File: config.mk
export PLATFORM = sky130hd
export DESIGN_NAME = pvfr_prep
export DESIGN_NICKNAME = d
export VERILOG_FILES = /design/src/rtl/pvfr_pkg.sv /design/src/rtl/pvfr_prep.sv
export SDC_FILE = /design/constraint.sdc
export NUM_CORES = 1
export LEC_CHECK = 0
export BUFFER_PORTS_ARGS = -buffer_cell sky130_fd_sc_hd__buf_2
export CAP_MARGIN = 20
export CORE_UTILIZATION = 54
export DETAILED_ROUTE_END_ITERATION = 8
export GPL_TIMING_DRIVEN = 0
export HOLD_SLACK_MARGIN = 0.1
export PLACE_DENSITY_LB_ADDON = 0.25
export REMOVE_ABC_BUFFERS = 1
export SYNTH_ARGS = -nofsm -noshare
export SYNTH_HDL_FRONTEND = slang
export SYNTH_SLANG_ARGS = --single-unit
File: constraint.sdc
create_clock -name clk_i -period 7.3 [get_ports clk_i]
set_input_delay 0.73 -clock clk_i [delete_from_list [all_inputs] [get_ports clk_i]]
set_output_delay 0.73 -clock clk_i [all_outputs]
set_load 0.02 [all_outputs]
File: src/rtl/pvfr_pkg.sv
`timescale 1ns / 1ps

package pvfr_pkg;

  localparam int RotationSteps = 16;
  localparam int TableLen      = 24;
  localparam int StepCount     = (RotationSteps < TableLen) ? RotationSteps : TableLen;
  localparam int StepIdxW      = $clog2(TableLen);

  localparam int FieldW      = 24;
  localparam int HeadW       = 16;
  localparam int GuardShift  = 8;
  localparam int VecW        = 36;
  localparam int AngW        = 32;
  localparam int QuarterTurn = 16384;

  localparam int GainW    = 31;
  localparam int SplitW   = 18;
  localparam int ProdW    = VecW + GainW;
  localparam int OutShift = 38;
  localparam int RndW     = ProdW - OutShift;
  localparam logic signed [GainW-1:0] GainQ30 = 31'sd652032875;

  localparam logic signed [FieldW-1:0] FieldMax = {1'b0, {(FieldW-1){1'b1}}};
  localparam logic signed [FieldW-1:0] FieldMin = {1'b1, {(FieldW-1){1'b0}}};

  typedef enum logic {
    OP_ROBOT_TO_WORLD = 1'b0,
    OP_WORLD_TO_ROBOT = 1'b1
  } op_e;

  typedef struct packed {
    op_e                      op;
    logic signed [HeadW-1:0]  heading;
    logic signed [FieldW-1:0] in_x;
    logic signed [FieldW-1:0] in_y;
    logic signed [FieldW-1:0] in_yaw;
  } in_beat_t;

  typedef struct packed {
    logic signed [FieldW-1:0] out_x;
    logic signed [FieldW-1:0] out_y;
    logic signed [FieldW-1:0] out_yaw;
    logic                     clipped;
  } out_beat_t;

  typedef struct packed {
    logic signed [VecW-1:0]   x;
    logic signed [VecW-1:0]   y;
    logic signed [AngW-1:0]   z;
    logic signed [FieldW-1:0] yaw;
  } vec_t;

  function automatic logic signed [AngW-1:0] atan_unit(input logic [StepIdxW-1:0] idx);
    logic signed [AngW-1:0] r;
    unique case (idx)
      5'd0:    r = 32'sh20000000;
      5'd1:    r = 32'sh12E4051E;
      5'd2:    r = 32'sh09FB385B;
      5'd3:    r = 32'sh051111D4;
      5'd4:    r = 32'sh028B0D43;
      5'd5:    r = 32'sh0145D7E1;
      5'd6:    r = 32'sh00A2F61E;
      5'd7:    r = 32'sh00517C55;
      5'd8:    r = 32'sh0028BE53;
      5'd9:    r = 32'sh00145F2F;
      5'd10:   r = 32'sh000A2F98;
      5'd11:   r = 32'sh000517CC;
      5'd12:   r = 32'sh00028BE6;
      5'd13:   r = 32'sh000145F3;
      5'd14:   r = 32'sh0000A2FA;
      5'd15:   r = 32'sh0000517D;
      5'd16:   r = 32'sh000028BE;
      5'd17:   r = 32'sh0000145F;
      5'd18:   r = 32'sh00000A30;
      5'd19:   r = 32'sh00000518;
      5'd20:   r = 32'sh0000028C;
      5'd21:   r = 32'sh00000146;
      5'd22:   r = 32'sh000000A3;
      5'd23:   r = 32'sh00000051;
      default: r = '0;
    endcase
    return r;
  endfunction

endpackage

File: src/rtl/pvfr_prep.sv
`timescale 1ns / 1ps

module pvfr_prep import pvfr_pkg::*; (
  input  logic     clk_i,
  input  logic     rst_ni,
  input  logic     valid_i,
  output logic     ready_o,
  input  in_beat_t beat_i,
  output logic     valid_o,
  input  logic     ready_i,
  output vec_t     vec_o
);

  logic                    valid_q;
  vec_t                    vec_q;
  vec_t                    vec_d;
  logic [HeadW-1:0]        ang;
  logic [HeadW-1:0]        ang_f;
  logic signed [HeadW-1:0] ang_s;
  logic                    fold;
  logic signed [VecW-1:0]  xe;
  logic signed [VecW-1:0]  ye;

  always_comb begin
    ang = (beat_i.op == OP_WORLD_TO_ROBOT) ? (HeadW'(0) - beat_i.heading) : beat_i.heading;
    ang_s = $signed(ang);
    fold = (ang_s > HeadW'(QuarterTurn)) || (ang_s < -HeadW'(QuarterTurn));
    ang_f = fold ? (ang + {1'b1, {(HeadW-1){1'b0}}}) : ang;
    xe = VecW'(beat_i.in_x);
    ye = VecW'(beat_i.in_y);
    vec_d.x = (fold ? -xe : xe) <<< GuardShift;
    vec_d.y = (fold ? -ye : ye) <<< GuardShift;
    vec_d.z = $signed({ang_f, {(AngW-HeadW){1'b0}}});
    vec_d.yaw = beat_i.in_yaw;
  end

  assign ready_o = !valid_q || ready_i;

  always_ff @(posedge clk_i or negedge rst_ni) begin
    if (!rst_ni) begin
      valid_q <= 1'b0;
    end else if (ready_o) begin
      valid_q <= valid_i;
    end
  end

  always_ff @(posedge clk_i) begin
    if (ready_o && valid_i) begin
      vec_q <= vec_d;
    end
  end

  assign valid_o = valid_q;
  assign vec_o   = vec_q;

endmodule

; Word-level counts from Yosys, hierarchy flattened
; Cells that the tools add are included.
[classes]
n_mux = 4
magnitude_cmp = 2
reduce_logical = 4
add_sub_neg = 4
[ops]
columns = op, count
row1 = $mux 28, 2
row2 = $neg 24->28, 2
row3 = $mux 16, 2
row4 = $add 16x16->16 const B, 1
row5 = $gt 16x16->1 const B, 1
row6 = $lt 16x15->1 const B, 1
row7 = $sub 1x16->16 const A, 1
row8 = $logic_or 1x1->1, 2
row9 = $logic_and 1x1->1, 1
row10 = $logic_not 1->1, 1
[totals]
reg_bits = 97

; Logic depth before layout (Yosys ltp)
[depth]
ltp_word = 5
ltp_mapped = 11
ltp_nobuf = 9

; Least setup slack after synthesis
; OpenSTA, ideal clock, no wires.
[synth_path]
path_kind = input-to-reg
from = in ready_i
to = reg vec_q, in the netlist vec_o[0] (enable)
arrival_time_ns = 3.255
cell_stages = 2
path_slack_ns = 3.580
required_ns = 6.835
path_cell_list = nand2b_1 -> and2_1
[synth_between]
elab_chain_len = 2
[synth_lines]
columns = element, line
row1 = "start, declared", pvfr_prep.sv:10  ; input logic ready_i,
row2 = $logic_or 1x1->1, pvfr_prep.sv:37  ; assign ready_o = !valid_q || ready_i;
row3 = $logic_and 1x1->1, pvfr_prep.sv:48  ; if (ready_o && valid_i) begin
row4 = "end signal, assigned", pvfr_prep.sv:49  ; vec_q <= vec_d;
row5 = "end, declared", pvfr_prep.sv:15  ; vec_t vec_q;
; No other way between the ends.
; A chain may end at the register's enable or synchronous reset.

==> run summary <==
status = finished, final reports clean
ys flop type = edfxtp_1
Die H = 106 um
Max H-tree Level = 3
leak pwr = 2.77 nW
worst path cell trace = buf_2, inv_1, ha_1, or4b_4, o41ai_2, xor2_4, inv_2, xnor2_2, o21ai_4, buf_12, mux2_2
max-slew violations = 0
post-DR wirelength/cell = 17.3 um
row count = 37
DRT Pass-1 Iters = 4
# diodes = 0
clock power share = 26.7%
Hold Path Sink = vec_o[18]
initial antenna violation count = 0
pin count of the biggest net entering global routing = 68
CP peak stage delay = 0.56 ns
Hold Fails Final Rpt = 0
CP Max Fanout = 49
GPL Wtd Cong = 0.820
startpoint types = input port
top cell type's share of synthesized area = 49.4%
CTS Buffer Depth = 2
Syn Area/Cell = 10.7 sq um
Reg2Reg Setup Slack = 5.62 ns
clock slew seen by the registers of the worst setup and hold paths = 0.11 ns
sequential share of the synthesized area = 49.8%
count leader, synth = edfxtp_1
worst setup margin = 2.91 ns
max-cap viol count = 0
Placed Cells = 842
Final TNS setup = 0 ns
PwrDens = 203 nW/um^2
CTS Sinks = 97
Logic pwr share = 25.9%
Psw = 469 uW
Setup CP Type = in -> reg
Async S/R FF share, synth = 1.03%
dpl ws = 2.53 ns
Vias per Instance = 6.16
worst-skew pair later-pin latency = 0.37 ns
Overflow after GRT = 0
number of synthesized flops with an enable pin = 96
die area = 11200 sq um
Post-Syn Area = 5830 sq um
clock skew = 0.0131 ns
WHS Path Cells = 1
Via Count = 5294
Final period util = 60.1%
Yosys Warn Count = 0
Core ar. = 10400 sq um
Worst-Margin Slew = 0.888 ns
Root Buffer = clkbuf_8
Critical R2R Launch = valid_o
worst vdd ir = 113 uV
All-Layer GR Usage = 26.2%
Layout Cells excl Fill = 860
sequential power share = 47.5%
largest area contributor in the netlist = edfxtp_1
layout cells sized above 1 = 35.4%
Netlist cell types = 57
Area Growth Syn to Fin = 22.5%
Required @ worst endpoint = 7.43 ns
DRT antenna net count = 0
Final nets = 815
internal power = 979 uW
Hold WC Path Type = in -> reg
Crit-path slowest cell = o41ai_2
Fin Hold WS = 0.523 ns
sw frac = 32.4%
CTS Buf Count = 9
FMAX = 0.228 GHz
FF+latch count, synth = 97
main area contributors after synthesis = edfxtp_1 49%, buf_4 4.2%, a2111oi_0 3.6%
final setup fails = 0
Synth Instances = 547
Ports = 223
Post-route DRC = 0
Port-buffer cells = 190
final wirelength = 14900 um
post-layout min period = 4.39 ns
R2R depth = 3
Total Power = 1.45 mW
synth cell count leaders = 96 x edfxtp_1, 33 x buf_4, 33 x clkbuf_1
min-delay src = beat_i[18]
first-iteration detailed-routing DRC count = 467
worst flop-to-flop path endpoint = vec_o[74]
RSZ-0062 raised after global routing = no
vias in the first global route = 4763
arrival time at the worst endpoint = 4.51 ns
first-pass GRT wire length = 23200 um
Die W = 106 um
CP endpoint kind = flop
Max transition margin = 40.3%
initial core utilization = 56.0%
CTS tree = done
HPWL Detailed = 10500 um
-- sequential cells by signal, indices dropped and copies added, names as in the netlist --
| register | cells |
|---|---|
| vec_o | 96 |
| valid_o | 1 |
-- routing by layer --
layer,wire (um),vias up,track usage (%)
li1,-,2463,-
met1,6030,2508,34.0
met2,7390,305,44.5
met3,1290,18,5.15
met4,195,0,7.64
met5,0,-,0
-- worst max path at each step --
stage / slack, ns / endpoint / depth (start not counted) / start
final: 2.91 / vec_o[65] / 11 / beat_i[73]
after global routing: 2.73 / vec_o[65] / 11 / beat_i[73]
after floorplan: 1.89 / vec_o[101] / 9 / beat_i[73]
after global placement: -0.26 / vec_o[124] / 10 / beat_i[73]
after CTS: 2.92 / vec_o[65] / 11 / beat_i[73]
after detailed placement: 2.53 / vec_o[65] / 11 / beat_i[73]
-- area by class of cell --
class,instances,area (sq um)
clock buffers,9,124
clock inverters,7,96.3
multi-input cells,388,2610
inverters,21,78.8
well taps,136,170
repair buffers,202,1160
flip-flops and latches,97,2910
fillers,787,3270
-- cells by family after synthesis --
family	Yosys count	synth area share, %
AO/OA/AOI/OAI	142	18.2
XOR/XNOR	19	2.98
adder cells (fa/ha/maj)	3	0.644
buffers and inverters	93	8.54
flip-flops	97	49.8
multiplexers	10	1.80
other	1	0.0643
AND/OR/NAND/NOR	182	17.9
-- through the flow --
| step | util (%) | cell area, sq um |
|---|---|---|
| final | 68.6 | 7150 |
| after global routing | 68.6 | 7150 |
| after detailed placement | 66.4 | 6910 |
| after global placement | 63.9 | 6650 |
| after floorplan | - | 5530 |
| after CTS | 68.6 | 7140 |
-- layout by cell type (no fill, tap or decap), drive strengths merged, types with 14 or more instances in the layout --
| cell | count |
|---|---|
| edfxtp | 96 |
| nand3 | 32 |
| xnor2 | 17 |
| nand4 | 21 |
| o21ai | 15 |
| nor2 | 14 |
| nor3 | 21 |
| or2 | 20 |
| o22ai | 24 |
| inv | 24 |
| conb | 32 |
| nand2 | 17 |
| a2111oi | 24 |
| buf | 200 |
| o31ai | 27 |
-- worst max-delay path: cells and delay by family --
| family | cells | cell delay (ns) |
|---|---|---|
| compound gates | 2 | 0.88 |
| buf+inv | 4 | 0.99 |
| fa+ha+maj | 1 | 0.15 |
| simple gates | 1 | 0.51 |
| xor+xnor | 2 | 0.88 |
| mux | 1 | 0.35 |
-- what timing repair did --
action,CTS,global route
hold endpoints to repair,1,0
hold buffers,1,0
gates resized for setup,0,0
setup buffers,0,0
-- power groups by stage --
stage	Sequential (mW)	Clock, mW	Combinational, mW
finish	0.688	0.386	0.375
global route	0.691	0.415	0.402
CTS	0.688	0.392	0.372
detailed placement	0.701	0	0.371
global placement	0.703	0	0.342
floorplan	0.762	0	0.164
No activity file was read; power rests on OpenSTA's default activity.
