File: config.mk
export PLATFORM = sky130hd
export DESIGN_NAME = pvfr_gain
export DESIGN_NICKNAME = d
export VERILOG_FILES = /design/src/rtl/pvfr_pkg.sv /design/src/rtl/pvfr_gain.sv
export SDC_FILE = /design/constraint.sdc
export NUM_CORES = 2
export LEC_CHECK = 0
export BUFFER_PORTS_ARGS = -buffer_cell sky130_fd_sc_hd__buf_2
export CORE_AREA = 2 2 416 418
export DETAILED_ROUTE_END_ITERATION = 10
export DIE_AREA = 0 0 418 420
export PLACE_DENSITY = 0.46
export SLEW_MARGIN = 25
export SYNTH_ARGS = -nofsm -noshare
export SYNTH_HDL_FRONTEND = slang
export SYNTH_SLANG_ARGS = --single-unit
File: constraint.sdc
create_clock -name clk_i -period 7.3 [get_ports clk_i]
set_input_delay 0 -clock clk_i [delete_from_list [all_inputs] [get_ports clk_i]]
set_output_delay 0 -clock clk_i [all_outputs]
set_load 0.02 [all_outputs]
File: src/rtl/pvfr_pkg.sv
`timescale 1ns / 1ps

package pvfr_pkg;

  localparam int RotationSteps = 16;
  localparam int TableLen      = 24;
  localparam int StepCount     = (RotationSteps < TableLen) ? RotationSteps : TableLen;
  localparam int StepIdxW      = $clog2(TableLen);

  localparam int FieldW      = 24;
  localparam int HeadW       = 16;
  localparam int GuardShift  = 8;
  localparam int VecW        = 36;
  localparam int AngW        = 32;
  localparam int QuarterTurn = 16384;

  localparam int GainW    = 31;
  localparam int SplitW   = 18;
  localparam int ProdW    = VecW + GainW;
  localparam int OutShift = 38;
  localparam int RndW     = ProdW - OutShift;
  localparam logic signed [GainW-1:0] GainQ30 = 31'sd652032875;

  localparam logic signed [FieldW-1:0] FieldMax = {1'b0, {(FieldW-1){1'b1}}};
  localparam logic signed [FieldW-1:0] FieldMin = {1'b1, {(FieldW-1){1'b0}}};

  typedef enum logic {
    OP_ROBOT_TO_WORLD = 1'b0,
    OP_WORLD_TO_ROBOT = 1'b1
  } op_e;

  typedef struct packed {
    op_e                      op;
    logic signed [HeadW-1:0]  heading;
    logic signed [FieldW-1:0] in_x;
    logic signed [FieldW-1:0] in_y;
    logic signed [FieldW-1:0] in_yaw;
  } in_beat_t;

  typedef struct packed {
    logic signed [FieldW-1:0] out_x;
    logic signed [FieldW-1:0] out_y;
    logic signed [FieldW-1:0] out_yaw;
    logic                     clipped;
  } out_beat_t;

  typedef struct packed {
    logic signed [VecW-1:0]   x;
    logic signed [VecW-1:0]   y;
    logic signed [AngW-1:0]   z;
    logic signed [FieldW-1:0] yaw;
  } vec_t;

  function automatic logic signed [AngW-1:0] atan_unit(input logic [StepIdxW-1:0] idx);
    logic signed [AngW-1:0] r;
    unique case (idx)
      5'd0:    r = 32'sh20000000;
      5'd1:    r = 32'sh12E4051E;
      5'd2:    r = 32'sh09FB385B;
      5'd3:    r = 32'sh051111D4;
      5'd4:    r = 32'sh028B0D43;
      5'd5:    r = 32'sh0145D7E1;
      5'd6:    r = 32'sh00A2F61E;
      5'd7:    r = 32'sh00517C55;
      5'd8:    r = 32'sh0028BE53;
      5'd9:    r = 32'sh00145F2F;
      5'd10:   r = 32'sh000A2F98;
      5'd11:   r = 32'sh000517CC;
      5'd12:   r = 32'sh00028BE6;
      5'd13:   r = 32'sh000145F3;
      5'd14:   r = 32'sh0000A2FA;
      5'd15:   r = 32'sh0000517D;
      5'd16:   r = 32'sh000028BE;
      5'd17:   r = 32'sh0000145F;
      5'd18:   r = 32'sh00000A30;
      5'd19:   r = 32'sh00000518;
      5'd20:   r = 32'sh0000028C;
      5'd21:   r = 32'sh00000146;
      5'd22:   r = 32'sh000000A3;
      5'd23:   r = 32'sh00000051;
      default: r = '0;
    endcase
    return r;
  endfunction

endpackage

File: src/rtl/pvfr_gain.sv
`timescale 1ns / 1ps

module pvfr_gain import pvfr_pkg::*; (
  input  logic      clk_i,
  input  logic      rst_ni,
  input  logic      valid_i,
  output logic      ready_o,
  input  vec_t      vec_i,
  output logic      valid_o,
  input  logic      ready_i,
  output out_beat_t beat_o
);

  localparam int HiW = VecW - SplitW;
  localparam int PpW = HiW + GainW;
  localparam logic signed [ProdW-1:0] RoundBias =
    {{(ProdW-OutShift){1'b0}}, 1'b1, {(OutShift-1){1'b0}}};

  typedef struct packed {
    logic signed [PpW-1:0]    hi_x;
    logic signed [PpW-1:0]    lo_x;
    logic signed [PpW-1:0]    hi_y;
    logic signed [PpW-1:0]    lo_y;
    logic signed [FieldW-1:0] yaw;
  } part_t;

  typedef struct packed {
    logic signed [RndW-1:0]   x;
    logic signed [RndW-1:0]   y;
    logic signed [FieldW-1:0] yaw;
  } rnd_t;

  logic      valid_a_q, valid_b_q, valid_c_q;
  logic      ready_a, ready_b, ready_c;
  part_t     part_q, part_d;
  rnd_t      rnd_q, rnd_d;
  out_beat_t beat_q, beat_d;

  logic signed [ProdW-1:0] prod_x;
  logic signed [ProdW-1:0] prod_y;
  logic                    clip_x;
  logic                    clip_y;

  // partial products, high signed half and low unsigned half
  always_comb begin
    part_d.hi_x = $signed(vec_i.x[VecW-1:SplitW]) * GainQ30;
    part_d.lo_x = $signed({1'b0, vec_i.x[SplitW-1:0]}) * GainQ30;
    part_d.hi_y = $signed(vec_i.y[VecW-1:SplitW]) * GainQ30;
    part_d.lo_y = $signed({1'b0, vec_i.y[SplitW-1:0]}) * GainQ30;
    part_d.yaw  = vec_i.yaw;
  end

  // recombine, round half up, floor shift
  always_comb begin
    prod_x = $signed({part_q.hi_x, {SplitW{1'b0}}}) + ProdW'(part_q.lo_x) + RoundBias;
    prod_y = $signed({part_q.hi_y, {SplitW{1'b0}}}) + ProdW'(part_q.lo_y) + RoundBias;
    rnd_d.x   = prod_x[ProdW-1:OutShift];
    rnd_d.y   = prod_y[ProdW-1:OutShift];
    rnd_d.yaw = part_q.yaw;
  end

  // saturation
  always_comb begin
    clip_x = (rnd_q.x[RndW-1:FieldW-1] != {(RndW-FieldW+1){1'b0}}) &&
             (rnd_q.x[RndW-1:FieldW-1] != {(RndW-FieldW+1){1'b1}});
    clip_y = (rnd_q.y[RndW-1:FieldW-1] != {(RndW-FieldW+1){1'b0}}) &&
             (rnd_q.y[RndW-1:FieldW-1] != {(RndW-FieldW+1){1'b1}});
    beat_d.out_x = clip_x ? (rnd_q.x[RndW-1] ? FieldMin : FieldMax) : rnd_q.x[FieldW-1:0];
    beat_d.out_y = clip_y ? (rnd_q.y[RndW-1] ? FieldMin : FieldMax) : rnd_q.y[FieldW-1:0];
    beat_d.out_yaw = rnd_q.yaw;
    beat_d.clipped = clip_x || clip_y;
  end

  assign ready_c = !valid_c_q || ready_i;
  assign ready_b = !valid_b_q || ready_c;
  assign ready_a = !valid_a_q || ready_b;
  assign ready_o = ready_a;

  always_ff @(posedge clk_i or negedge rst_ni) begin
    if (!rst_ni) begin
      valid_a_q <= 1'b0;
      valid_b_q <= 1'b0;
      valid_c_q <= 1'b0;
    end else begin
      if (ready_a) begin
        valid_a_q <= valid_i;
      end
      if (ready_b) begin
        valid_b_q <= valid_a_q;
      end
      if (ready_c) begin
        valid_c_q <= valid_b_q;
      end
    end
  end

  always_ff @(posedge clk_i) begin
    if (ready_a && valid_i) begin
      part_q <= part_d;
    end
    if (ready_b && valid_a_q) begin
      rnd_q <= rnd_d;
    end
    if (ready_c && valid_b_q) begin
      beat_q <= beat_d;
    end
  end

  assign valid_o = valid_c_q;
  assign beat_o  = beat_q;

endmodule

; After elaboration in Yosys (flattened, before gate mapping)
; Index checks and enable logic that the tools add are counted.
[op_classes]
addsub = 4
multipliers = 4
div_mod_pow = 0
magnitude_cmp = 0
n_eq_ne = 2
n_shift = 0
n_mux = 4
bitwise = 0
reduce_logical = 14
[ops]
columns = cell, count
row1 = $add 67x39->67 const B, 2
row2 = $add 67x49->67, 2
row3 = $mul 18x31->49 const B, 2
row4 = $mul 18x30->48 const B, 2
row5 = $mux 24, 4
row6 = $ne 6x6->1 const B, 2
row7 = $reduce_bool 6->1, 2
row8 = $logic_and 1x1->1, 5
row9 = $logic_or 1x1->1, 4
row10 = $logic_not 1->1, 3
[totals]
register_bits = 376
latchBits = 0
mem_bits_rw = 0
romBits = 0
inputBits = 132
output_inout_bits = 75
mem_count = 0

; Longest topological paths before layout
[logic_depth]
depth_word = 5
ltp_mapped = 25

; Least setup slack after synthesis
; No wires, ideal clock.
[synth_path]
path_kind = input -> register
startpoint = in vec_i[80] (netlist bit)
endpoint = reg part_q[120] (netlist bit), data pin
arrival_ns = 5.347
required_ns = 7.037
slack_ns = 1.690
stages = 22
path_cell_list = fa_1 > inv_1 > fa_1 > inv_1 > fa_1 > inv_1 > fa_1 > inv_1 > fa_1 > fa_1 > ha_1 > and4_1 > nand2_1 > a2111o_1 > and4_4 > buf_6 > a211oi_2 > o2111ai_1 > a31oi_1 > nand3_1 > a41oi_2 > xor2_1
[synth_rtl]
columns = element, line
row1 = from (decl), pvfr_gain.sv:8  ; input vec_t vec_i,
row2 = to (signal assigned), pvfr_gain.sv:99  ; part_q <= part_d;
row3 = to (decl), pvfr_gain.sv:35  ; part_t part_q, part_d;

==> flow_summary.yaml <==
layout:
  nFillCells: 17500
  diodes: 0
  syn_to_final_growth_pct: 10.5
  drive_above_1_share_pct: 5.78
  final_util_pct: 33.1
  finish.net_count: 6735
grt:
  grt_pass1_vias: 34800
  antenna_found_initial: 7
  grt_usage_pct: 15.0
  grt_pass1_wl_um: 202000
  overflow: 0
  grt_max_degree: 101
yosys:
  synth-simple-area-share_pct: 4.24
  synth.distinct_cells: 71
  yosys.area_share.xor_xnor_pct: 3.20
  synthCells: 4654
  synth_compound_area_share_pct: 7.06
  yosysWarnings: 0
  synth_area_leaders: "fa_1 (35%), ha_1 (20%), edfxtp_1 (20%)"
  synth-adder-area-share_pct: 55.0
  synth_fp_nets: 6500
  syn_avg_cell_area_um2: 11.0
  syn_area_um2: 51100
  yosys_register_bits: 340
  synth_top_area_share_pct: 34.9
  synth_top_family_by_area: "adder cells"
  ys_seq_area_share_pct: 19.9
  synth_top_area_cell: "fa_1"
  synth_edf_count: 337
  async_reset_ff_share_pct: 0.882
  synth_top_flop_cell: "edfxtp_1"
  synth_mux_area_share_pct: 0
sta:
  holdWs_ns: 0.0465
  fmax_ghz: 0.155
  slew_headroom_pct: 46.4
  period_minus_slack_ns: 6.45
  skew_ns: 0.0329
  tns_ns: 0
  setup_viol: 0
  finalHoldViolations: 0
  rsz0062_at_grt: "no"
  min_period_over_period_pct: 88.4
  drv_slew: 0
  tightest_slew_ns: 0.801
worst_setup_path:
  crit_path_frequent_cell: "fa_1"
  worst-path-max-fanout: 6
  cp.arrival_ns: 6.76
  end_kind: "register"
  cp_slowest_cell: "fa_1"
  cp-start-kind: "input port"
  crit_type: "input port to register"
  crit_required_ns: 7.61
  max_stage_delay_ns: 0.70
  path_cells: "dlygate4sd3_1 -> buf_2 -> ha_1 -> inv_1 -> fa_1 -> inv_1 -> fa_1 -> fa_1 -> inv_1 -> fa_1 -> inv_1 -> fa_1 -> ha_1 -> and3_1 -> nand2_1 -> a2111o_1 -> and4_4 -> a211oi_2 -> o2111ai_1 -> a31oi_1 -> nand3_1 -> a41oi_2 -> xor2_1"
  worst_path_dominant_cell_family: "adder cells"
  path_buf_inv: 6
floorplan:
  dieWidth_um: 418
  design.die.area_um2: 176000
  start_util_pct: 29.9
  core-area_um2: 171000
  pin_count: 207
  dieHeight_um: 420
  rows: 152
drt:
  final_antenna_net_count: 0
  vias_per_cell: 4.39
  vias: 31400
  drtIter0Drc: 1238
  route.detailed.drc: 0
  firstDrtPassIters: 5
  wl_per_cell_um: 17.9
  wl_um: 128000
cts:
  cts_made_buffers: 40
  cts-root-buf: "clkbuf_16"
  clockBufferDepth: 3
  cts-resized-gates: 0
  cts_max_level: 2
  post_cts_buffers: 0
  cts.sinks: 340
  clk_latency_ns: 0.57
  cts_tree: "done"
  path_clk_slew_ns: 0.06
placement:
  dp.final_hpwl_um: 115000
  place_congestion: 0.905
  portBuffers: 174
flow_run:
  drv_cap: 0
status:
  status: "completed"
worst_hold_path:
  hold_path_class: "input port to register"
==> path summary, 6_finish.rpt <==
kind,slack [ns],end,depth (start not counted),startpoint
max,0.85,part_q[120],23,vec_i[77]
min,0.05,part_q[172],2,vec_i[111]
max reg2reg,3.25,rnd_q[51],12,part_q[53]
min reg2reg,0.39,beat_o[14],0,beat_d[14]
max in group asynchronous,6.85,valid_o,3,rst_ni
min in group asynchronous,0.30,valid_b_q,3,rst_ni
==> timing repair <==
item,in CTS,in global routing
setup endpoints to repair,0,0
endpoints found under the hold margin,36,0
hold buffers,33,0
==> through the flow <==
stage	cells	setup slack, ns	area, µm²
4_1_cts	7150	0.788	56500
5_1_grt	7150	0.529	56500
3_3_place_gp	7046	0.639	54800
6_report	7150	0.846	56500
3_5_place_dp	7047	0.639	54800
2_1_floorplan	4654	1.69	51100
==> placed cells by master (no fill, tap or decap), types with 33 or more instances in the layout <==
master,count
o21ai_0,75
a21o_1,155
xor2_1,67
nand3_1,48
clkbuf_16,41
edfxtp_1,337
xnor2_1,120
ha_1,822
buf_2,174
nand2_1,80
inv_1,1401
dlygate4sd3_1,33
a21oi_1,155
fa_1,892
nor2_1,114
==> final cells by class <==
type | instances | area [µm²] | share of cell area, %
timing repair buffer | 223 | 1350 | 2.40
sequential | 340 | 10200 | 18.0
tap | 2233 | 2790 | 4.94
clock buffer | 50 | 1060 | 1.88
multi-input combinational | 2883 | 35600 | 63.0
inverter | 1401 | 5260 | 9.30
clock inverter | 20 | 278 | 0.491
==> registers in the layout, indices dropped and copies added (netlist names) <==
| name | flops |
|---|---|
| beat_d | 24 |
| beat_o | 73 |
| part_q | 182 |
| rnd_q | 58 |
| valid_a_q | 1 |
| valid_b_q | 1 |
| valid_o | 1 |
==> worst reg2reg max path, cell delays in order, from the launching register on <==
cell	delay [ns]
edfxtp_1	0.38
ha_1	0.30
ha_1	0.31
nand4_1	0.09
nor2_1	0.14
o2111ai_1	0.21
a41oi_1	0.36
a211oi_1	0.14
o21ai_1	0.44
a21oi_1	0.14
nand4bb_1	0.64
nor4_1	0.54
xor2_1	0.11
==> synthesized netlist by cell type, types with 7 or more instances <==
| master | count |
|---|---|
| and3_1 | 26 |
| o21bai_1 | 19 |
| o21ai_1 | 9 |
| and2_1 | 16 |
| fa_1 | 892 |
| nand3_1 | 48 |
| or2_2 | 16 |
| a211oi_1 | 20 |
| o21ai_0 | 75 |
| a21o_1 | 155 |
| nand4_1 | 29 |
| a31oi_1 | 15 |
| nor2_1 | 115 |
| xnor2_1 | 120 |
| nand2b_1 | 24 |
| edfxtp_1 | 337 |
| nor3_1 | 30 |
| o211ai_1 | 11 |
| nand2_1 | 80 |
| o2111ai_1 | 9 |
| xor2_1 | 67 |
| inv_1 | 1401 |
| a21oi_1 | 155 |
| clkbuf_1 | 26 |
| ha_1 | 822 |
| nor2b_1 | 22 |
| o21a_1 | 20 |
| o31ai_1 | 7 |
==> layer usage <==
metal / GRT usage, % / up-vias / wire length (µm)
li1: - / 15200 / -
met1: 19.4 / 15700 / 57100
met2: 26.7 / 383 / 64200
met3: 2.07 / 127 / 4170
met4: 2.92 / 0 / 2650
met5: 0 / - / 0
==> cell families (layout without fill, tap and decap cells) <==
logic type,count (synthesis),after routing
buf+inv,1431,1694
flops,340,340
simple gates,434,434
xor+xnor,187,187
compound gates,548,548
fa+ha+maj,1714,1714
Power is left out: the tool's default activity adds up to more than one toggle a clock period on the data nets, which glitch-free logic cannot reach.
