`src/rtl/pvfr_pkg.sv`:
```
`timescale 1ns / 1ps

package pvfr_pkg;

  localparam int RotationSteps = 16;
  localparam int TableLen      = 24;
  localparam int StepCount     = (RotationSteps < TableLen) ? RotationSteps : TableLen;
  localparam int StepIdxW      = $clog2(TableLen);

  localparam int FieldW      = 24;
  localparam int HeadW       = 16;
  localparam int GuardShift  = 8;
  localparam int VecW        = 36;
  localparam int AngW        = 32;
  localparam int QuarterTurn = 16384;

  localparam int GainW    = 31;
  localparam int SplitW   = 18;
  localparam int ProdW    = VecW + GainW;
  localparam int OutShift = 38;
  localparam int RndW     = ProdW - OutShift;
  localparam logic signed [GainW-1:0] GainQ30 = 31'sd652032875;

  localparam logic signed [FieldW-1:0] FieldMax = {1'b0, {(FieldW-1){1'b1}}};
  localparam logic signed [FieldW-1:0] FieldMin = {1'b1, {(FieldW-1){1'b0}}};

  typedef enum logic {
    OP_ROBOT_TO_WORLD = 1'b0,
    OP_WORLD_TO_ROBOT = 1'b1
  } op_e;

  typedef struct packed {
    op_e                      op;
    logic signed [HeadW-1:0]  heading;
    logic signed [FieldW-1:0] in_x;
    logic signed [FieldW-1:0] in_y;
    logic signed [FieldW-1:0] in_yaw;
  } in_beat_t;

  typedef struct packed {
    logic signed [FieldW-1:0] out_x;
    logic signed [FieldW-1:0] out_y;
    logic signed [FieldW-1:0] out_yaw;
    logic                     clipped;
  } out_beat_t;

  typedef struct packed {
    logic signed [VecW-1:0]   x;
    logic signed [VecW-1:0]   y;
    logic signed [AngW-1:0]   z;
    logic signed [FieldW-1:0] yaw;
  } vec_t;

  function automatic logic signed [AngW-1:0] atan_unit(input logic [StepIdxW-1:0] idx);
    logic signed [AngW-1:0] r;
    unique case (idx)
      5'd0:    r = 32'sh20000000;
      5'd1:    r = 32'sh12E4051E;
      5'd2:    r = 32'sh09FB385B;
      5'd3:    r = 32'sh051111D4;
      5'd4:    r = 32'sh028B0D43;
      5'd5:    r = 32'sh0145D7E1;
      5'd6:    r = 32'sh00A2F61E;
      5'd7:    r = 32'sh00517C55;
      5'd8:    r = 32'sh0028BE53;
      5'd9:    r = 32'sh00145F2F;
      5'd10:   r = 32'sh000A2F98;
      5'd11:   r = 32'sh000517CC;
      5'd12:   r = 32'sh00028BE6;
      5'd13:   r = 32'sh000145F3;
      5'd14:   r = 32'sh0000A2FA;
      5'd15:   r = 32'sh0000517D;
      5'd16:   r = 32'sh000028BE;
      5'd17:   r = 32'sh0000145F;
      5'd18:   r = 32'sh00000A30;
      5'd19:   r = 32'sh00000518;
      5'd20:   r = 32'sh0000028C;
      5'd21:   r = 32'sh00000146;
      5'd22:   r = 32'sh000000A3;
      5'd23:   r = 32'sh00000051;
      default: r = '0;
    endcase
    return r;
  endfunction

endpackage

```
`src/rtl/pvfr_cordic_stage.sv`:
```
`timescale 1ns / 1ps

module pvfr_cordic_stage import pvfr_pkg::*; (
  input  logic                clk_i,
  input  logic                rst_ni,
  input  logic [StepIdxW-1:0] step_i,
  input  logic                valid_i,
  output logic                ready_o,
  input  vec_t                vec_i,
  output logic                valid_o,
  input  logic                ready_i,
  output vec_t                vec_o
);

  logic                   valid_q;
  vec_t                   vec_q;
  vec_t                   vec_d;
  logic signed [VecW-1:0] dx;
  logic signed [VecW-1:0] dy;
  logic signed [AngW-1:0] da;

  always_comb begin
    dx = vec_i.y >>> step_i;
    dy = vec_i.x >>> step_i;
    da = atan_unit(step_i);
    vec_d.yaw = vec_i.yaw;
    if (!vec_i.z[AngW-1]) begin
      vec_d.x = vec_i.x - dx;
      vec_d.y = vec_i.y + dy;
      vec_d.z = vec_i.z - da;
    end else begin
      vec_d.x = vec_i.x + dx;
      vec_d.y = vec_i.y - dy;
      vec_d.z = vec_i.z + da;
    end
  end

  assign ready_o = !valid_q || ready_i;

  always_ff @(posedge clk_i or negedge rst_ni) begin
    if (!rst_ni) begin
      valid_q <= 1'b0;
    end else if (ready_o) begin
      valid_q <= valid_i;
    end
  end

  always_ff @(posedge clk_i) begin
    if (ready_o && valid_i) begin
      vec_q <= vec_d;
    end
  end

  assign valid_o = valid_q;
  assign vec_o   = vec_q;

endmodule

```
`config.mk`:
```
export PLATFORM = sky130hd
export DESIGN_NAME = pvfr_cordic_stage
export DESIGN_NICKNAME = d
export VERILOG_FILES = /design/src/rtl/pvfr_pkg.sv /design/src/rtl/pvfr_cordic_stage.sv
export SDC_FILE = /design/constraint.sdc
export NUM_CORES = 1
export LEC_CHECK = 0
export BUFFER_PORTS_ARGS = -buffer_cell sky130_fd_sc_hd__buf_2
export CAP_MARGIN = 20
export CORE_MARGIN = 4
export CORE_UTILIZATION = 40
export CTS_CLUSTER_SIZE = 16
export DETAILED_ROUTE_END_ITERATION = 12
export PLACE_DENSITY_LB_ADDON = 0.12
export SLEW_MARGIN = 5
export SYNTH_ARGS = -nofsm -noshare
export SYNTH_HDL_FRONTEND = slang
export SYNTH_SLANG_ARGS = --single-unit
```
`constraint.sdc`:
```
create_clock -name clk_i -period 10.3 [get_ports clk_i]
set_input_delay 2.06 -clock clk_i [delete_from_list [all_inputs] [get_ports clk_i]]
set_output_delay 2.06 -clock clk_i [all_outputs]
set_load 0.05 [all_outputs]
```
# --- Yosys cells after proc, flatten, opt, wreduce, memory -nomap -nowiden ---
# Memories as Yosys holds them, arrays and structs flattened.
# Index checks and enable logic that the tools add are counted.
totals:
  register_bits: 129
  mem_bits_ro: 960
  in_bits: 137
  elab_cells: 18
  memories: 1
op_classes:
  add_sub_neg: 6
  shift: 2
  muxes: 1
  reduce_logical: 3
memory_table:
  columns: ["name", "depth", "word_bits", "read_ports", "rd_clocked_by_memory_dff", "write_ports", "line_no", "text"]
  rows:
  - ["(no name shown)", 32, 30, 1, 0, 0, "pvfr_pkg.sv:56", "unique case (idx)"]
ops:
  columns: ["operator", "n"]
  rows:
  - ["104-bit two-way mux", 1]
  - ["36-bit adder", 2]
  - ["36-bit by 5-bit >>> shifter with 36-bit output", 2]
  - ["36-bit subtractor", 2]
  - ["32-bit adder", 1]
  - ["32-bit subtractor", 1]
  - ["1-bit logical AND", 1]
  - ["1-bit logical NOT", 1]
  - ["1-bit logical OR", 1]

# --- Longest topological paths before layout ---
# Gate-level depths: netlist of the first run.
depth:
  ltp_word: 3
  mapped_depth: 27
  depth_no_buf: 23

# --- Worst setup path before layout of the first run ---
# OpenSTA, ideal clock, no wires.
synth_path:
  kind: "in2reg"
  from: "in step_i[1]"
  to: "reg vec_q (netlist bit vec_o[54]) (data pin)"
  t_arrival_ns: 7.555
  setup_slack_ns: 2.481
  path_stages: 24
  n_path_buf: 5
  path_cell_list: "buf_4 -> inv_1 -> buf_2 -> clkbuf_1 -> clkbuf_1 -> ha_1 -> buf_2 -> nand2_1 -> a211oi_1 -> a21oi_1 -> and3_1 -> and2_1 -> and3_1 -> a41oi_1 -> xor2_1 -> ha_1 -> a211o_1 -> o31ai_1 -> o21ai_0 -> o41ai_1 -> o21ai_0 -> a21bo_2 -> a221oi_1 -> xnor2_1"
synth_lines:
  columns: ["element", "line_no", "text"]
  rows:
  - ["from (decl)", "pvfr_cordic_stage.sv:6", "input logic [StepIdxW-1:0] step_i,"]
  - ["to (signal assigned)", "pvfr_cordic_stage.sv:50", "vec_q <= vec_d;"]
  - ["to (decl)", "pvfr_cordic_stage.sv:16", "vec_t vec_q;"]

==> metrics.cfg, run 1 <==
[floorplan]
initial_core_util_pct=40.75
dieWidth_um=218.4
dieArea_mm2=0.04770
core_mm2=0.04346
ios=267
placementRows=76
fp.dieH_um=218.4

[place]
routabilityCongestion=1.008
place_hpwl_um=53630
portBuffers=266
dp_cells=2674
placed_area_mm2=0.01930

[layout]
layout.nets=2358
final_cells=2707
area_delta_synth_final_pct=12.37
design_area_mm2=0.01990
final_layout_size_suffix_gt1_share_pct=23.43
utilization_pct=45.79

[grt]
grt_max_degree=81
grt_pass1_vias=16290
antenna_found_initial=3
grt_overflow=0
grt_pass1_wl_um=102700
track_usage_pct=28.40

[synth]
synth_area_leaders=edfxtp_1 22%, mux4_2 11%, ha_1 7.8%
yosysUniqueCellTypes=100
synth_most_common_cell=a21oi_1
synth.top_cells.by_count=170 x a21oi_1, 150 x nor2_1, 134 x nand2_1, 128 x edfxtp_1, 110 x ha_1
yosysWarnings=0
ys_seq_elements=129
ys_seq_area_share_pct=21.85
synth_nets=2171
ys_async_sr_fraction_pct=0.7752
synth-edff-count=128
postSynthAreaPerCell_um2=9.218
netlist_instances=1921
syn_area_mm2=0.01771
ys_dominant_reg_cell=edfxtp_1
yosysTopAreaCell=edfxtp_1
synth_top_area_share_pct=21.71

[worst_setup_path]
critPathMostFrequentCell=o21ai_0
path_cells=buf_6 > inv_1 > ha_1 > o21ai_0 > a21oi_1 > a221oi_1 > and3_1 > and2_1 > and3_1 > a41oi_1 > xor2_1 > ha_1 > a211o_1 > o31ai_1 > o21ai_0 > o41ai_1 > o21ai_0 > a21bo_2 > a221oi_1 > xnor2_1
crit_buf_inv=2
crit_fanout=80
worst_path_max_delay_cell=inv_1
cp-start-kind=input pin
end_kind=flop
crit_type=in -> reg
max_stage_delay_ns=0.64
critical_path_arrival_ns=8.98
worst_ep_required_time_ns=10.54
cp_top_family=compound AO/OA/AOI/OAI gates

[clock_network]
clkTransAtPathRegs_ns=0.07
ctsResizeCount=0
cts_sinks=129
clk_latency_ns=0.50
post_cts_buffers=0
numCtsBuffers=17
cts_buffer_depth=2
cts_tree=done
htree_levels=4
cts-root-buf=clkbuf_16
hold_buffers=0

[sta]
report.final.slew_viol_count=0
max_freq_ghz=0.1145
setup_viol=0
min_period_over_period_pct=84.83
final_hold_viol_count=0
fin_tns_setup_ns=0
slew_headroom_pct=24.57
rsz0062_at_grt=no
tightest_slew_ns=1.131
post-route-min-period_ns=8.737
fin_worst_skew_ns=0.01895

[power]
p_leak_nw=8.145
power_mw=3.043
vdd_drop_max_mv=0.1005
power.density_mw_per_mm2=152.9

[run_status]
status=finished, final reports clean

[route]
wirelength_um=69080
via_per_inst=6.244
routedWlPerCell_um=25.52
vias=16900
postRouteAntennaNets=0
first_pass_iters=6
drt_iter0_drc=2088
drc=0

[worst_hold_path]
hp-class=reg -> reg

[run]
drv_cap=0

## final timing paths
path                            from         to  slack [ns]  cells past startpoint
min reg2reg                  valid_o    valid_o        0.55                      2
min in group asynchronous     rst_ni    valid_o        1.32                      1
min                          valid_o    valid_o        0.55                      2
max in group asynchronous     rst_ni    valid_o        8.89                      1
max                        step_i[0]  vec_o[54]        1.56                     20
max reg2reg                  valid_o  vec_o[62]        7.88                      3
## layer usage
metal	vias to the layer above	routed length [um]	track usage, %	part of all wire (%)
met2	789	29700	41.87	43
met3	146	5967	6.493	8.6
li1	7782	-	-	-
met4	0	2353	10.34	3.4
met1	8186	31070	40.73	45
met5	-	0	0	0
## power breakdown
group / leakage, nW / internal (mW) / total, mW / switching (mW)
clock: 0.286 / 0.343 / 0.623 / 0.280
sequential: 1.23 / 0.718 / 0.736 / 0.0175
combinational: 6.63 / 0.583 / 1.68 / 1.10
total: 8.15 / 1.64 / 3.04 / 1.40
## placed cells by master (no fill, tap or decap), types with 25 or more instances in the layout
cell type / instances
buf_2: 262
a21oi_1: 170
nor2_1: 150
nand2_1: 134
edfxtp_1: 128
ha_1: 110
xnor2_1: 108
o21ai_0: 92
mux4_2: 83
xor2_1: 74
mux2i_1: 66
a21o_1: 55
mux2_2: 50
inv_1: 46
a31oi_1: 35
a211oi_1: 33
nand2b_1: 31
nor2b_1: 30
nor3_1: 29
o22ai_1: 28
nand3_1: 27
buf_4: 27
and3_1: 26
o21a_1: 25
## sequential cells by signal (all words and copies together), names as in the netlist
name and count:
vec_o 128, valid_o 1
## cell families (layout without fill, tap and decap cells)
logic type      Yosys count  in the layout  synth area share, %
simple gates            507            507                14.29
other cells               0              1                    0
flops                   129            129                21.85
buf+inv                 171            371                4.989
mux                     210            210                18.82
compound gates          609            609                22.94
fa+ha+maj               113            113                8.112
xor+xnor                182            182                9.002
## worst min-delay path, delay by kind of cell, from the launching register on
family           cells  cell delay, ns
and+or+nand+nor      2            0.17
DFF                  1            0.35
## layout make-up
| class | instances | area, um2 |
|---|---|---|
| fill | 4277 | 23560 |
| multi-input combinational | 1621 | 12960 |
| sequential | 129 | 3869 |
| timing repair buffer | 292 | 1565 |
| tap | 585 | 732.0 |
| clock buffer | 17 | 425.4 |
| inverter | 47 | 176.4 |
| clock inverter | 15 | 167.7 |
| antenna | 1 | 2.502 |
## metrics by stage
| step | worst slack [ns] | hold WS [ns] |
|---|---|---|
| global route | 0.9945 | 0.6179 |
| detailed placement | 1.126 | 0.5277 |
| floorplan | 2.481 | 1.175 |
| finish | 1.563 | 0.5520 |
| CTS | 1.658 | 0.5500 |
| global placement | 1.377 | 0.5071 |
Power figures use the tool's default switching activity.
==> run 2: changes to the inputs <==
clock period = 7.1 ns   (was 10.3 ns; I/O delays follow)
==> run 2 against run 1 <==
- core utilization is 6.2 points higher
- die area stayed put
- clock-buffer cell count stayed put
- final cell count is 12% higher
- sequential cell count stayed put
- final area is 14% higher
- worst setup slack worse by 1.3 ns
- highest routed layer unchanged
==> metrics.cfg, run 2 (synthesis results as in run 1) <==
[worst_setup_path]
path_cells=buf_6 > mux4_1 > mux2_2 > mux2i_1 > o221ai_1 > nor4b_2 > buf_4 > and3_1 > a31oi_1 > xnor2_1 > ha_1 > and3_1 > a221o_1 > nor2_1 > nand3_1 > o211a_1 > a41o_1 > a221o_1 > a41oi_1 > nor2b_1 > xnor2_1
crit_fanout=13  ; -84%
critical_path_arrival_ns=7.03  ; -1.95 ns
crit_type=in -> reg
cp-startpoint=step_i[0]
worstReg2RegStart=valid_o
end_kind=flop
cp-start-kind=input pin
r2r_cells=3  ; unchanged
max_stage_delay_ns=0.72  ; +0.08 ns
worst_ep_required_time_ns=7.33  ; -3.21 ns
worst_path_max_delay_cell=mux4_1

[floorplan]
dieWidth_um=218.4  ; unchanged
core_mm2=0.04346  ; unchanged
placementRows=76  ; unchanged
initial_core_util_pct=40.75  ; unchanged
ios=267  ; unchanged
dieArea_mm2=0.04770  ; unchanged
fp.dieH_um=218.4  ; unchanged

[sta]
final_hold_viol_count=0  ; unchanged
setup_viol=0  ; unchanged
fin_tns_setup_ns=0  ; unchanged
tightest_slew_ns=1.180  ; +0.04846 ns
slew_headroom_pct=21.10  ; -3.5 points
report.final.slew_viol_count=0  ; unchanged
min_period_over_period_pct=95.71
rsz0062_at_grt=no
post-route-min-period_ns=6.795
max_freq_ghz=0.1472
fin_worst_skew_ns=0.008187  ; -0.01076 ns

[place]
place_hpwl_um=60930  ; +14%
placed_area_mm2=0.02200  ; +14%
routabilityCongestion=1.006  ; -0.23%
portBuffers=266  ; unchanged

[grt]
grt_pass1_vias=18030  ; +11%
antenna_found_initial=0  ; -3
grt_overflow=0  ; unchanged
track_usage_pct=31.06  ; +2.7 points
grt_max_degree=69  ; -15%
grt_pass1_wl_um=112200  ; +9.3%

[layout]
layout_commonest_cell=buf_4
largest_reg_flops=128  ; unchanged
utilization_pct=52.00  ; +6.2 points
design_area_mm2=0.02260  ; +14%
final_cell_mix=345 x buf_4, 262 x buf_2, 170 x a21oi_1
diodes=0  ; -1
final_layout_size_suffix_gt1_share_pct=33.89  ; +10 points
area_delta_synth_final_pct=27.61
layout.nets=2692  ; +14%

[run]
drv_cap=0  ; unchanged

[clock_network]
cts_sinks=129  ; unchanged
numCtsBuffers=17  ; unchanged
hold_buffers=0  ; unchanged
htree_levels=4  ; unchanged
cts-root-buf=clkbuf_16
clkTransAtPathRegs_ns=0.07  ; about the same
cts_tree=done
cts_buffer_depth=2  ; unchanged
clk_latency_ns=0.48  ; -0.02 ns

[worst_hold_path]
min_from=valid_o
hp-class=reg -> reg
min_path_cells=2  ; unchanged

[route]
routedWlPerCell_um=24.81  ; -2.8%
drt_iter0_drc=2166  ; +3.7%
wirelength_um=75410  ; +9.2%
first_pass_iters=6  ; unchanged
drc=0  ; unchanged
vias=18270  ; +8.1%
postRouteAntennaNets=0  ; unchanged
via_per_inst=6.010  ; -3.7%

[power]
vdd_drop_max_mv=0.1398  ; +39%
power.density_mw_per_mm2=212.0  ; +39%
p_leak_nw=9.848  ; +21%

[run_status]
status=finished, final reports clean

-- run 2: through the flow --
stage | cells | setup slack [ns] | hold WS, ns | power (mW)
CTS | 3039 | 0.2801 | 0.5710 | 4.798
global placement | 3007 | -0.07518 | 0.5065 | 3.859
global route | 3040 | 0.07788 | 0.6239 | 5.066
finish | 3040 | 0.3046 | 0.5670 | 4.791
detailed placement | 3007 | -0.2272 | 0.5525 | 3.875
floorplan | 1921 | 0.06177 | 1.124 | 2.897
-- run 2: timing repair --
item | in CTS | in global routing
gates resized for setup | 0 | 2
endpoints found under the setup margin | 0 | 3
setup buffers | 0 | 1
endpoints found under the hold margin | 0 | 0
-- run 2: final timing paths --
path                              endpoint  slack, ns
worst max-delay path            vec_o[125]       0.30
worst min-delay path               valid_o       0.57
worst max register to register   vec_o[65]       4.64
worst min register to register     valid_o       0.57
max in group asynchronous          valid_o       6.31
min in group asynchronous          valid_o       0.70
-- run 2: final cells by class --
cell class / instances / area [um2]
Clock buffer: 17 / 425.4
Clock inverter: 15 / 160.2
Fill cell: 4181 / 20860
Inverter: 47 / 176.4
Multi-Input combinational cell: 1621 / 12960
Sequential cell: 129 / 3869
Tap cell: 585 / 732.0
Timing Repair Buffer: 626 / 4273
-- run 2: worst max-delay path, delay by kind of cell --
family	cells	cell delay [ns]
adders and majority gates	1	0.33
and+or+nand+nor	6	1.34
buffers and inverters	2	0.34
xor gates and xnor gates	2	0.23
muxes	3	1.34
AOI/OAI and AO/OA	7	2.02
-- run 2: where the power goes --
group / internal [mW] / total (mW) / switching [mW]
Sequential: 1.04 / 1.07 / 0.0264
Clock: 0.468 / 0.895 / 0.426
Combinational: 1.13 / 2.83 / 1.69
Total: 2.64 / 4.79 / 2.15
-- run 2: layer usage --
metal	vias up	track usage (%)	wire length, um
met5	-	0	0
met4	0	9.838	2227
met3	136	6.243	5744
li1	8454	-	-
met1	8861	43.38	33750
met2	820	48.52	33690
